[src/design/tvns_pkg.sv]
// shared types, codes and helpers of the two-voice note sequencer
// no dependencies
`default_nettype none
package tvns_pkg;

    localparam int NOTE_DEPTH = 256;
    localparam int NOTE_AW    = $clog2(NOTE_DEPTH);
    localparam int NOTE_W     = 32;

    localparam logic [2:0] KIND_LOAD   = 3'd0;
    localparam logic [2:0] KIND_THEME  = 3'd1;
    localparam logic [2:0] KIND_EFFECT = 3'd2;
    localparam logic [2:0] KIND_STOP   = 3'd3;
    localparam logic [2:0] KIND_TICK   = 3'd4;

    localparam logic [1:0] ACT_NONE    = 2'd0;
    localparam logic [1:0] ACT_SILENCE = 2'd1;
    localparam logic [1:0] ACT_PLAY    = 2'd2;

    localparam logic [8:0] MAX_RUN = 9'd256;

    typedef struct packed {
        logic [2:0]  kind;
        logic [31:0] now;
        logic [7:0]  address;
        logic [15:0] frequency;
        logic [15:0] duration;
        logic [7:0]  start_req;
        logic [8:0]  length;
    } t_in_item;

    typedef struct packed {
        logic [1:0]  action;
        logic [15:0] tone_frequency;
        logic        effect_active;
        logic        theme_active;
    } t_out_item;

    typedef struct packed {
        logic               we;
        logic [NOTE_AW-1:0] waddr;
        logic [NOTE_W-1:0]  wdata;
        logic [NOTE_AW-1:0] raddr;
    } t_ram_req;

    typedef struct packed {
        logic        done;
        logic [1:0]  action;
        logic [15:0] tone_frequency;
        logic        effect_on;
        logic        theme_on;
    } t_ctrl_res;

    function automatic logic [NOTE_AW-1:0] note_addr(input logic [7:0] base,
                                                      input logic [7:0] pos);
        logic [8:0] sum;
        sum = {1'b0, base} + {1'b0, pos};
        return NOTE_AW'(sum);
    endfunction

    function automatic logic expired(input logic [31:0] now,
                                     input logic [31:0] end_tick);
        logic [31:0] diff;
        diff = now - end_tick;
        return ~diff[31];
    endfunction

endpackage
`default_nettype wire

[src/design/tvns_ctrl.sv]
// sequencer control: command decode, voice registers, catch-up walk over note memory
// depends on tvns_pkg
`default_nettype none
module tvns_ctrl (
    input  wire logic                i_clk,
    input  wire logic                i_rst_n,
    input  wire logic                i_start,
    input  wire tvns_pkg::t_in_item  i_item,
    input  wire logic [31:0]         i_rdata,
    output logic                     o_busy,
    output tvns_pkg::t_ram_req       o_ram,
    output tvns_pkg::t_ctrl_res      o_res
);

    localparam logic [2:0] S_IDLE = 3'd0;
    localparam logic [2:0] S_NOTE = 3'd1;
    localparam logic [2:0] S_TCHK = 3'd2;
    localparam logic [2:0] S_TACC = 3'd3;
    localparam logic [2:0] S_ECHK = 3'd4;
    localparam logic [2:0] S_EACC = 3'd5;
    localparam logic [2:0] S_EMIT = 3'd6;

    logic [2:0]  r_state, n_state;
    logic [2:0]  r_kind, n_kind;
    logic [31:0] r_now, n_now;
    logic [7:0]  r_t_base, n_t_base;
    logic [8:0]  r_t_count, n_t_count;
    logic [7:0]  r_t_pos, n_t_pos;
    logic [31:0] r_t_end, n_t_end;
    logic        r_t_on, n_t_on;
    logic [7:0]  r_e_base, n_e_base;
    logic [8:0]  r_e_count, n_e_count;
    logic [7:0]  r_e_pos, n_e_pos;
    logic [31:0] r_e_end, n_e_end;
    logic        r_e_on, n_e_on;
    logic [8:0]  r_steps, n_steps;
    logic        r_t_chg, n_t_chg;
    logic        r_e_chg, n_e_chg;
    logic        r_e_done, n_e_done;

    logic [8:0]  len_sat;
    logic [8:0]  t_p1;
    logic [8:0]  e_p1;
    logic [15:0] rd_freq;
    logic [15:0] rd_dur;

    assign len_sat = (i_item.length > tvns_pkg::MAX_RUN) ? tvns_pkg::MAX_RUN : i_item.length;
    assign t_p1    = {1'b0, r_t_pos} + 9'd1;
    assign e_p1    = {1'b0, r_e_pos} + 9'd1;
    assign rd_freq = i_rdata[31:16];
    assign rd_dur  = i_rdata[15:0];

    assign o_busy         = (r_state != S_IDLE);

    always_comb begin
        n_state   = r_state;
        n_kind    = r_kind;
        n_now     = r_now;
        n_t_base  = r_t_base;
        n_t_count = r_t_count;
        n_t_pos   = r_t_pos;
        n_t_end   = r_t_end;
        n_t_on    = r_t_on;
        n_e_base  = r_e_base;
        n_e_count = r_e_count;
        n_e_pos   = r_e_pos;
        n_e_end   = r_e_end;
        n_e_on    = r_e_on;
        n_steps   = r_steps;
        n_t_chg   = r_t_chg;
        n_e_chg   = r_e_chg;
        n_e_done  = r_e_done;

        o_ram.we    = 1'b0;
        o_ram.waddr = tvns_pkg::NOTE_AW'(i_item.address);
        o_ram.wdata = {i_item.frequency, i_item.duration};
        o_ram.raddr = '0;

        o_res.done           = 1'b0;
        o_res.action         = tvns_pkg::ACT_NONE;
        o_res.tone_frequency = '0;
        o_res.effect_on      = r_e_on;
        o_res.theme_on       = r_t_on;

        unique case (r_state)
            S_IDLE: begin
                if (i_start) begin
                    n_kind = i_item.kind;
                    n_now  = i_item.now;
                    unique case (i_item.kind)
                        tvns_pkg::KIND_LOAD: begin
                            o_ram.we   = (32'(i_item.address) < tvns_pkg::NOTE_DEPTH);
                            o_res.done = 1'b1;
                        end
                        tvns_pkg::KIND_THEME: begin
                            n_e_base  = '0;
                            n_e_count = '0;
                            n_e_pos   = '0;
                            n_e_end   = '0;
                            n_e_on    = 1'b0;
                            if (len_sat == 9'd0) begin
                                n_t_base     = '0;
                                n_t_count    = '0;
                                n_t_pos      = '0;
                                n_t_end      = '0;
                                n_t_on       = 1'b0;
                                o_res.done   = 1'b1;
                                o_res.action = tvns_pkg::ACT_SILENCE;
                            end else begin
                                n_t_base    = i_item.start_req;
                                n_t_count   = len_sat;
                                n_t_pos     = '0;
                                n_t_on      = 1'b1;
                                o_ram.raddr = tvns_pkg::note_addr(i_item.start_req, 8'd0);
                                n_state     = S_NOTE;
                            end
                        end
                        tvns_pkg::KIND_EFFECT: begin
                            if (len_sat == 9'd0) begin
                                o_res.done = 1'b1;
                            end else begin
                                n_e_base    = i_item.start_req;
                                n_e_count   = len_sat;
                                n_e_pos     = '0;
                                n_e_on      = 1'b1;
                                o_ram.raddr = tvns_pkg::note_addr(i_item.start_req, 8'd0);
                                n_state     = S_NOTE;
                            end
                        end
                        tvns_pkg::KIND_STOP: begin
                            n_t_base     = '0;
                            n_t_count    = '0;
                            n_t_pos      = '0;
                            n_t_end      = '0;
                            n_t_on       = 1'b0;
                            n_e_base     = '0;
                            n_e_count    = '0;
                            n_e_pos      = '0;
                            n_e_end      = '0;
                            n_e_on       = 1'b0;
                            o_res.done   = 1'b1;
                            o_res.action = tvns_pkg::ACT_SILENCE;
                        end
                        tvns_pkg::KIND_TICK: begin
                            n_steps  = '0;
                            n_t_chg  = 1'b0;
                            n_e_chg  = 1'b0;
                            n_e_done = 1'b0;
                            n_state  = S_TCHK;
                        end
                        default: begin
                            o_res.done = 1'b1;
                        end
                    endcase
                end
            end
            S_NOTE: begin
                if (rd_freq == 16'd0) begin
                    o_res.action = tvns_pkg::ACT_SILENCE;
                end else begin
                    o_res.action         = tvns_pkg::ACT_PLAY;
                    o_res.tone_frequency = rd_freq;
                end
                if (r_kind == tvns_pkg::KIND_THEME) begin
                    n_t_end = r_now + 32'(rd_dur);
                end else if (r_kind == tvns_pkg::KIND_EFFECT) begin
                    n_e_end = r_now + 32'(rd_dur);
                end
                o_res.done = 1'b1;
                n_state    = S_IDLE;
            end
            S_TCHK: begin
                if (r_t_on && (r_t_count != 9'd0) && (r_steps < r_t_count)
                        && tvns_pkg::expired(r_now, r_t_end)) begin
                    n_t_pos     = (t_p1 >= r_t_count) ? 8'd0 : t_p1[7:0];
                    o_ram.raddr = tvns_pkg::note_addr(r_t_base, n_t_pos);
                    n_steps     = r_steps + 9'd1;
                    n_t_chg     = 1'b1;
                    n_state     = S_TACC;
                end else begin
                    n_state = S_ECHK;
                end
            end
            S_TACC: begin
                n_t_end = r_t_end + 32'(rd_dur);
                n_state = S_TCHK;
            end
            S_ECHK: begin
                if (r_e_on && (r_e_count != 9'd0) && tvns_pkg::expired(r_now, r_e_end)) begin
                    if (e_p1 >= r_e_count) begin
                        n_e_base  = '0;
                        n_e_count = '0;
                        n_e_pos   = '0;
                        n_e_end   = '0;
                        n_e_on    = 1'b0;
                        n_e_done  = 1'b1;
                        n_state   = S_EMIT;
                    end else begin
                        n_e_pos     = e_p1[7:0];
                        o_ram.raddr = tvns_pkg::note_addr(r_e_base, e_p1[7:0]);
                        n_e_chg     = 1'b1;
                        n_state     = S_EACC;
                    end
                end else begin
                    n_state = S_EMIT;
                end
            end
            S_EACC: begin
                n_e_end = r_e_end + 32'(rd_dur);
                n_state = S_ECHK;
            end
            S_EMIT: begin
                priority if (r_e_on) begin
                    if (r_e_chg) begin
                        o_ram.raddr = tvns_pkg::note_addr(r_e_base, r_e_pos);
                        n_state     = S_NOTE;
                    end else begin
                        o_res.done = 1'b1;
                        n_state    = S_IDLE;
                    end
                end else if (r_e_done || r_t_chg) begin
                    if (r_t_on && (r_t_count != 9'd0)) begin
                        o_ram.raddr = tvns_pkg::note_addr(r_t_base, r_t_pos);
                        n_state     = S_NOTE;
                    end else begin
                        o_res.done   = 1'b1;
                        o_res.action = tvns_pkg::ACT_SILENCE;
                        n_state      = S_IDLE;
                    end
                end else begin
                    o_res.done = 1'b1;
                    n_state    = S_IDLE;
                end
            end
            default: begin
                n_state = S_IDLE;
            end
        endcase
    end

    always_ff @(posedge i_clk) begin
        if (!i_rst_n) begin
            r_state   <= S_IDLE;
            r_t_base  <= '0;
            r_t_count <= '0;
            r_t_pos   <= '0;
            r_t_end   <= '0;
            r_t_on    <= 1'b0;
            r_e_base  <= '0;
            r_e_count <= '0;
            r_e_pos   <= '0;
            r_e_end   <= '0;
            r_e_on    <= 1'b0;
            r_steps   <= '0;
            r_t_chg   <= 1'b0;
            r_e_chg   <= 1'b0;
            r_e_done  <= 1'b0;
        end else begin
            r_state   <= n_state;
            r_t_base  <= n_t_base;
            r_t_count <= n_t_count;
            r_t_pos   <= n_t_pos;
            r_t_end   <= n_t_end;
            r_t_on    <= n_t_on;
            r_e_base  <= n_e_base;
            r_e_count <= n_e_count;
            r_e_pos   <= n_e_pos;
            r_e_end   <= n_e_end;
            r_e_on    <= n_e_on;
            r_steps   <= n_steps;
            r_t_chg   <= n_t_chg;
            r_e_chg   <= n_e_chg;
            r_e_done  <= n_e_done;
        end
    end

    always_ff @(posedge i_clk) begin
        r_kind <= n_kind;
        r_now  <= n_now;
    end

endmodule
`default_nettype wire

[config.mk]
export PLATFORM = sky130hd
export DESIGN_NAME = tvns_ctrl
export DESIGN_NICKNAME = d
export VERILOG_FILES = /design/src/design/tvns_pkg.sv /design/src/design/tvns_ctrl.sv
export SDC_FILE = /design/constraint.sdc
export NUM_CORES = 1
export LEC_CHECK = 0
export ABC_AREA = 1
export BUFFER_PORTS_ARGS = -buffer_cell sky130_fd_sc_hd__buf_2
export CAP_MARGIN = 10
export CORE_ASPECT_RATIO = 2
export CORE_MARGIN = 3
export CORE_UTILIZATION = 55
export CTS_BUF_LIST = sky130_fd_sc_hd__clkbuf_8
export DETAILED_ROUTE_END_ITERATION = 10
export GPL_TIMING_DRIVEN = 0
export PLACE_DENSITY = 0.87
export SLEW_MARGIN = 20
export SYNTH_ARGS = -nofsm -noshare
export SYNTH_HDL_FRONTEND = slang
export SYNTH_SLANG_ARGS = --single-unit
export TNS_END_PERCENT = 100
[constraint.sdc]
create_clock -name i_clk -period 3.6 [get_ports i_clk]
set_input_delay 0.54 -clock i_clk [delete_from_list [all_inputs] [get_ports i_clk]]
set_output_delay 0.54 -clock i_clk [all_outputs]
set_load 0.05 [all_outputs]
== Word level (Yosys, flattened, before mapping) ==
Cells that the tools add are included.

* Bits in registers: 166
* Bits of input ports: 127
* Output and inout bits: 71
* Logic and storage cells: 195

* Add/sub/neg operators: 12
* Magnitude comparators: 4
* Eq/ne operators: 28
* Muxes and demuxes: 101
* Bitwise gates (word level): 2
* Reduce and logical (&&, ||, !) cells: 31

{| class="wikitable"
|+ Operator list
! operator !! number
|-
| $mux W32 || 9
|-
| $mux W8 || 22
|-
| $pmux W32 S4 || 1
|-
| $add A32 B16 Y32 || 3
|-
| $pmux W32 S3 || 1
|-
| $pmux W8 S2 || 6
|-
| $mux W9 || 9
|-
| $pmux W9 S2 || 4
|-
| $pmux W32 S2 || 1
|-
| $sub A32 B32 Y32 || 2
|-
| $add A8 B8 Y8 || 4
|-
| $mux W16 || 2
|-
| $pmux W8 S4 || 1
|-
| $mux W3 || 8
|-
| $mux W1 || 22
|-
| $reduce_and A5 Y1 || 4
|-
| $add A8 B1 Y9 const B || 2
|-
| $ge A9 B9 Y1 || 2
|-
| $ne A2 B2 Y1 const B || 9
|-
| $pmux W3 S6 || 1
|-
| $reduce_bool A9 Y1 || 2
|-
| $logic_not A16 Y1 || 1
|-
| $eq A3 B2 Y1 const B || 5
|-
| $eq A3 B3 Y1 const B || 4
|-
| 28 further kinds || 53
|}

== Depth between registers and ports, before layout ==
* Depth after elaboration: 7
* Depth in mapped cells: 27
* Depth with buffers taken out: 27

== Worst setup path before layout ==
Ideal clock, no wire load.

* Path kind: reg-to-output
* Start point: register r_t_pos[1]
* End point: output port o_ram[6] (netlist bit)
* Arrival time: 3448 ps
* Data required time: 3060 ps
* Slack: -388 ps
* Stages on the path, launching flop included: 24
* Buffers on the path: 0
* Path through: dfxtp_1 -> ha_1 -> nand2_1 -> inv_1 -> nand4_1 -> xor2_1 -> inv_1 -> ha_1 -> nand2_1 -> nor2_1 -> a21boi_0 -> nor2_1 -> nand2_1 -> nor2_1 -> ha_1 -> fa_1 -> nand3_1 -> and2_0 -> inv_1 -> nand3_1 -> nand3_1 -> nand3_1 -> nand3_1 -> nand2_1

{| class="wikitable"
|+ RTL lines
! item !! line !! source
|-
| start: declaration || tvns_ctrl.sv:28 || <nowiki>logic [7:0] r_t_pos, n_t_pos;</nowiki>
|-
| start signal: assignment || tvns_ctrl.sv:262 || <nowiki>r_t_pos <= n_t_pos;</nowiki>
|-
| end: declaration || tvns_ctrl.sv:11 || <nowiki>output tvns_pkg::t_ram_req o_ram,</nowiki>
|}

==> results.md <==
- Run status: finished with violations
- Failing checks: negative setup slack
- Synth Area in Adders: 0.138
- Cells on Worst Hold Path: 1
- Final Skew: 0.0190 ns
- YS warnings: 0
- Period minus WS final: 4.71 ns
- Syn_area_per_cell: 6.29 um2
- Slew HR: 0.283
- DP Worst Slack: -0.853 ns
- EDFF count, synth: 35
- Placed Area: 0.0171 mm2
- Unrepaired setup endpoints after global routing: true
- Antenna Nets Post-Route: 0
- Crit. Startpoint: r_t_pos[0]
- Hold Crit Class: input pin to flop
- Power Total: 5.67 mW
- Drc violations: 0
- P&R area growth vs syn: 15.3%
- Antenna violations before repair: 3
- P_leak: 9.10 nW
- Rows: 87
- Placed Cells: 3020
- Largest buffer count on any clock path: 2
- Least-Margin Pin Slew: 1.06 ns
- Worst EP arrival: 4.17 ns
- Hold_buf cts: 0
- Sw power: 2.38 mW
- Min Hold Slack: 0.170 ns
- CP Capture Point: o_ram[7]
- Design area: 0.0182 mm2
- Clk network pwr share: 0.246
- CP Capture Type: primary output
- CTS Sinks: 166
- Fraction of registers with async set or reset after synthesis: 0
- Vias per cell: 5.92
- Share of cells above drive strength 1: 0.147
- CTS H-tree depth: 4
- CTS tree: done
- Pwr Density: 312 mW/mm2
- Crit path largest cell delay: 0.41 ns
- CP max-delay cell: dfxtp_4
- Data required, critical path: 3.06 ns
- Cell area after synthesis: 0.0158 mm2
- I/O pin total: 198
- Worst-skew pair later-pin latency: 0.54 ns
- Final Non-Filler Cells: 3097
- Simple-Gate Fraction of Synth Area: 0.357
- Worst Setup Slack, final: -1.11 ns
- Post-synthesis mux area share: 0
- DRT iter0 DRCs: 1250
- CTS clk-pin slew, worst paths: 0.10 ns
- Leading cell types in the layout, fill and taps excluded: 696 x nand2_1, 358 x inv_1, 231 x a21oi_1
- Setup-failing EPs final: 8
- Inserted Clock Buffers: 17
- Sw frac: 0.420
- VDD IR max: 0.285 mV
- Fillers: 2639
- Post-synth top flop: dfxtp_1
- Yosys reg bits: 166
- Fmax: 212 MHz
- WS Path Type: flop to primary output
- Die Wd: 126 um
- Die H: 245 um
- Core area: 0.0282 mm2
- Sequential Power Share: 0.384
- Cell variety after synth: 57
- CTS root buffer: clkbuf_8
- Fin nets: 3023
- Worst R2R Start: r_e_pos[4]
- Crit Reg-Reg Endpoint: r_e_end[21]
- Logic pwr share: 0.370
- Global-route wire length before repair: 97.7 mm
- Routability Congestion: 1.12
- Overflow after GRT: 0
- GR Util All Layers: 0.419
- Commonest non-fill, non-tap cell in the layout: nand2_1
- Startpoint types: flop
- Worst R2R Path Depth: 16
- Total of max-cap violations: 0
- FF-to-FF setup slack: 0.26 ns
- Power Internal: 3.28 mW
- Synth Instances: 2508
- Vias in the first global route: 17800
- Final setup TNS: -7.35 ns
- Post-synthesis xor/xnor area fraction: 0.0194
- Main combinational cell family by area after synthesis: simple AND/OR/NAND/NOR gates
- Final hold viol count: 0
- Util after Layout: 0.645
- Net Count, Synth: 2805
- DR pass1 iterations: 6
- Largest net degree at the start of global routing: 20
- Die area: 0.0309 mm2
- CP max FO: 5
- Slew Viols, Final: 0
- Compound-gate portion of the synthesized area: 0.129
- Sequential share of the synthesized area: 0.233
- Routed wire length: 66.5 mm
- DR WL/cell: 21.5 um
- PortBufs: 156
- Initial Util: 0.559
- Crit share post-route: 1.31
- Vias post-DR: 18300
- Post-DP HPWL: 52.4 mm
[cell usage after synthesis, drive strengths merged, types with 7 or more instances]
cell type    n  share of area
xor2        28          0.016
xnor2        7         0.0039
a21oi      235          0.076
nand3      247          0.079
a31oi       12         0.0048
nand4       52          0.021
inv        365          0.088
ha         163           0.13
o21ai       87          0.028
dfxtp      131           0.17
nor4        15         0.0060
nand2      712           0.17
clkbuf      24         0.0057
buf         68          0.030
fa           7         0.0089
a21o        10         0.0048
o211ai      10         0.0048
edfxtp      35          0.067
nor2       200          0.051
nand3b      11         0.0052
nor3        31          0.011
or2         21         0.0085
[power groups by stage]
stage | combinational [mW] | sequential, mW | clock [mW]
after floorplan | 1.37 | 2.15 | 0
after global placement | 1.87 | 2.21 | 0
after detailed placement | 1.93 | 2.22 | 0
after CTS | 2.01 | 2.17 | 1.39
after global routing | 2.29 | 2.18 | 1.46
final | 2.10 | 2.17 | 1.39
[sequential cells by signal (all words and copies together), names as in the netlist]
| register | flops |
|---|---|
| r_state | 3 |
| r_now | 32 |
| r_t_chg | 1 |
| r_t_end | 32 |
| r_e_pos | 8 |
| r_e_count | 9 |
| r_t_pos | 8 |
| r_e_done | 1 |
| r_e_chg | 1 |
| r_steps | 9 |
| r_t_count | 9 |
| r_t_on | 1 |
| r_t_base | 8 |
| r_e_on | 1 |
| r_e_end | 32 |
| r_kind | 3 |
| r_e_base | 8 |
[layer usage]
metal | vias to the layer above | GRT usage | wire (um)
met2 | 1047 | 0.738 | 32500
met1 | 8158 | 0.343 | 19200
met3 | 469 | 0.103 | 4760
met4 | 0 | 0.500 | 10100
li1 | 8648 | - | -
met5 | - | 0 | 0
[repair_timing]
item	CTS	global route
gates cloned	2	0
gates resized for setup	77	19
buffers inserted	29	12
pin swaps	21	20
endpoints found under the setup margin	10	34
endpoints found under the hold margin	0	0
[critical path: cells and delay by family (launching register included)]
| kind | cells | cell delay, ns |
|---|---|---|
| adders and majority gates | 3 | 0.68 |
| AOI/OAI and AO/OA | 2 | 0.28 |
| buffers and inverters | 3 | 0.26 |
| DFF | 1 | 0.41 |
| and+or+nand+nor | 19 | 1.99 |
[how the worst min path moves through the flow]
stage                      start  slack (ns)           end
detailed placement  r_e_count[8]        0.45  r_e_count[8]
finish                i_item[63]        0.17      r_now[6]
floorplan               r_e_done        0.42      r_e_done
CTS                   i_item[63]        0.17      r_now[6]
global placement        r_e_done        0.43      r_e_done
global route          i_item[61]        0.17      r_now[4]
[cells by family (layout without fill, tap and decap cells)]
logic type,Yosys count,count (layout)
buf+inv,460,690
fa+ha+maj,170,170
other cells,0,2
xor+xnor,35,35
flops,166,166
simple gates,1301,1302
compound gates,376,376
[cell type report]
type	count	area, um2	area share
Tap cell	356	445	0.0245
Timing Repair Buffer	198	1160	0.0640
Clock inverter	14	123	0.00675
Buffer	92	572	0.0315
Inverter	368	1390	0.0766
Multi-Input combinational cell	1883	10500	0.579
Clock buffer	18	248	0.0136
Antenna cell	2	5.00	0.000275
Sequential cell	166	3700	0.204
(Power assumes the default switching activity.)
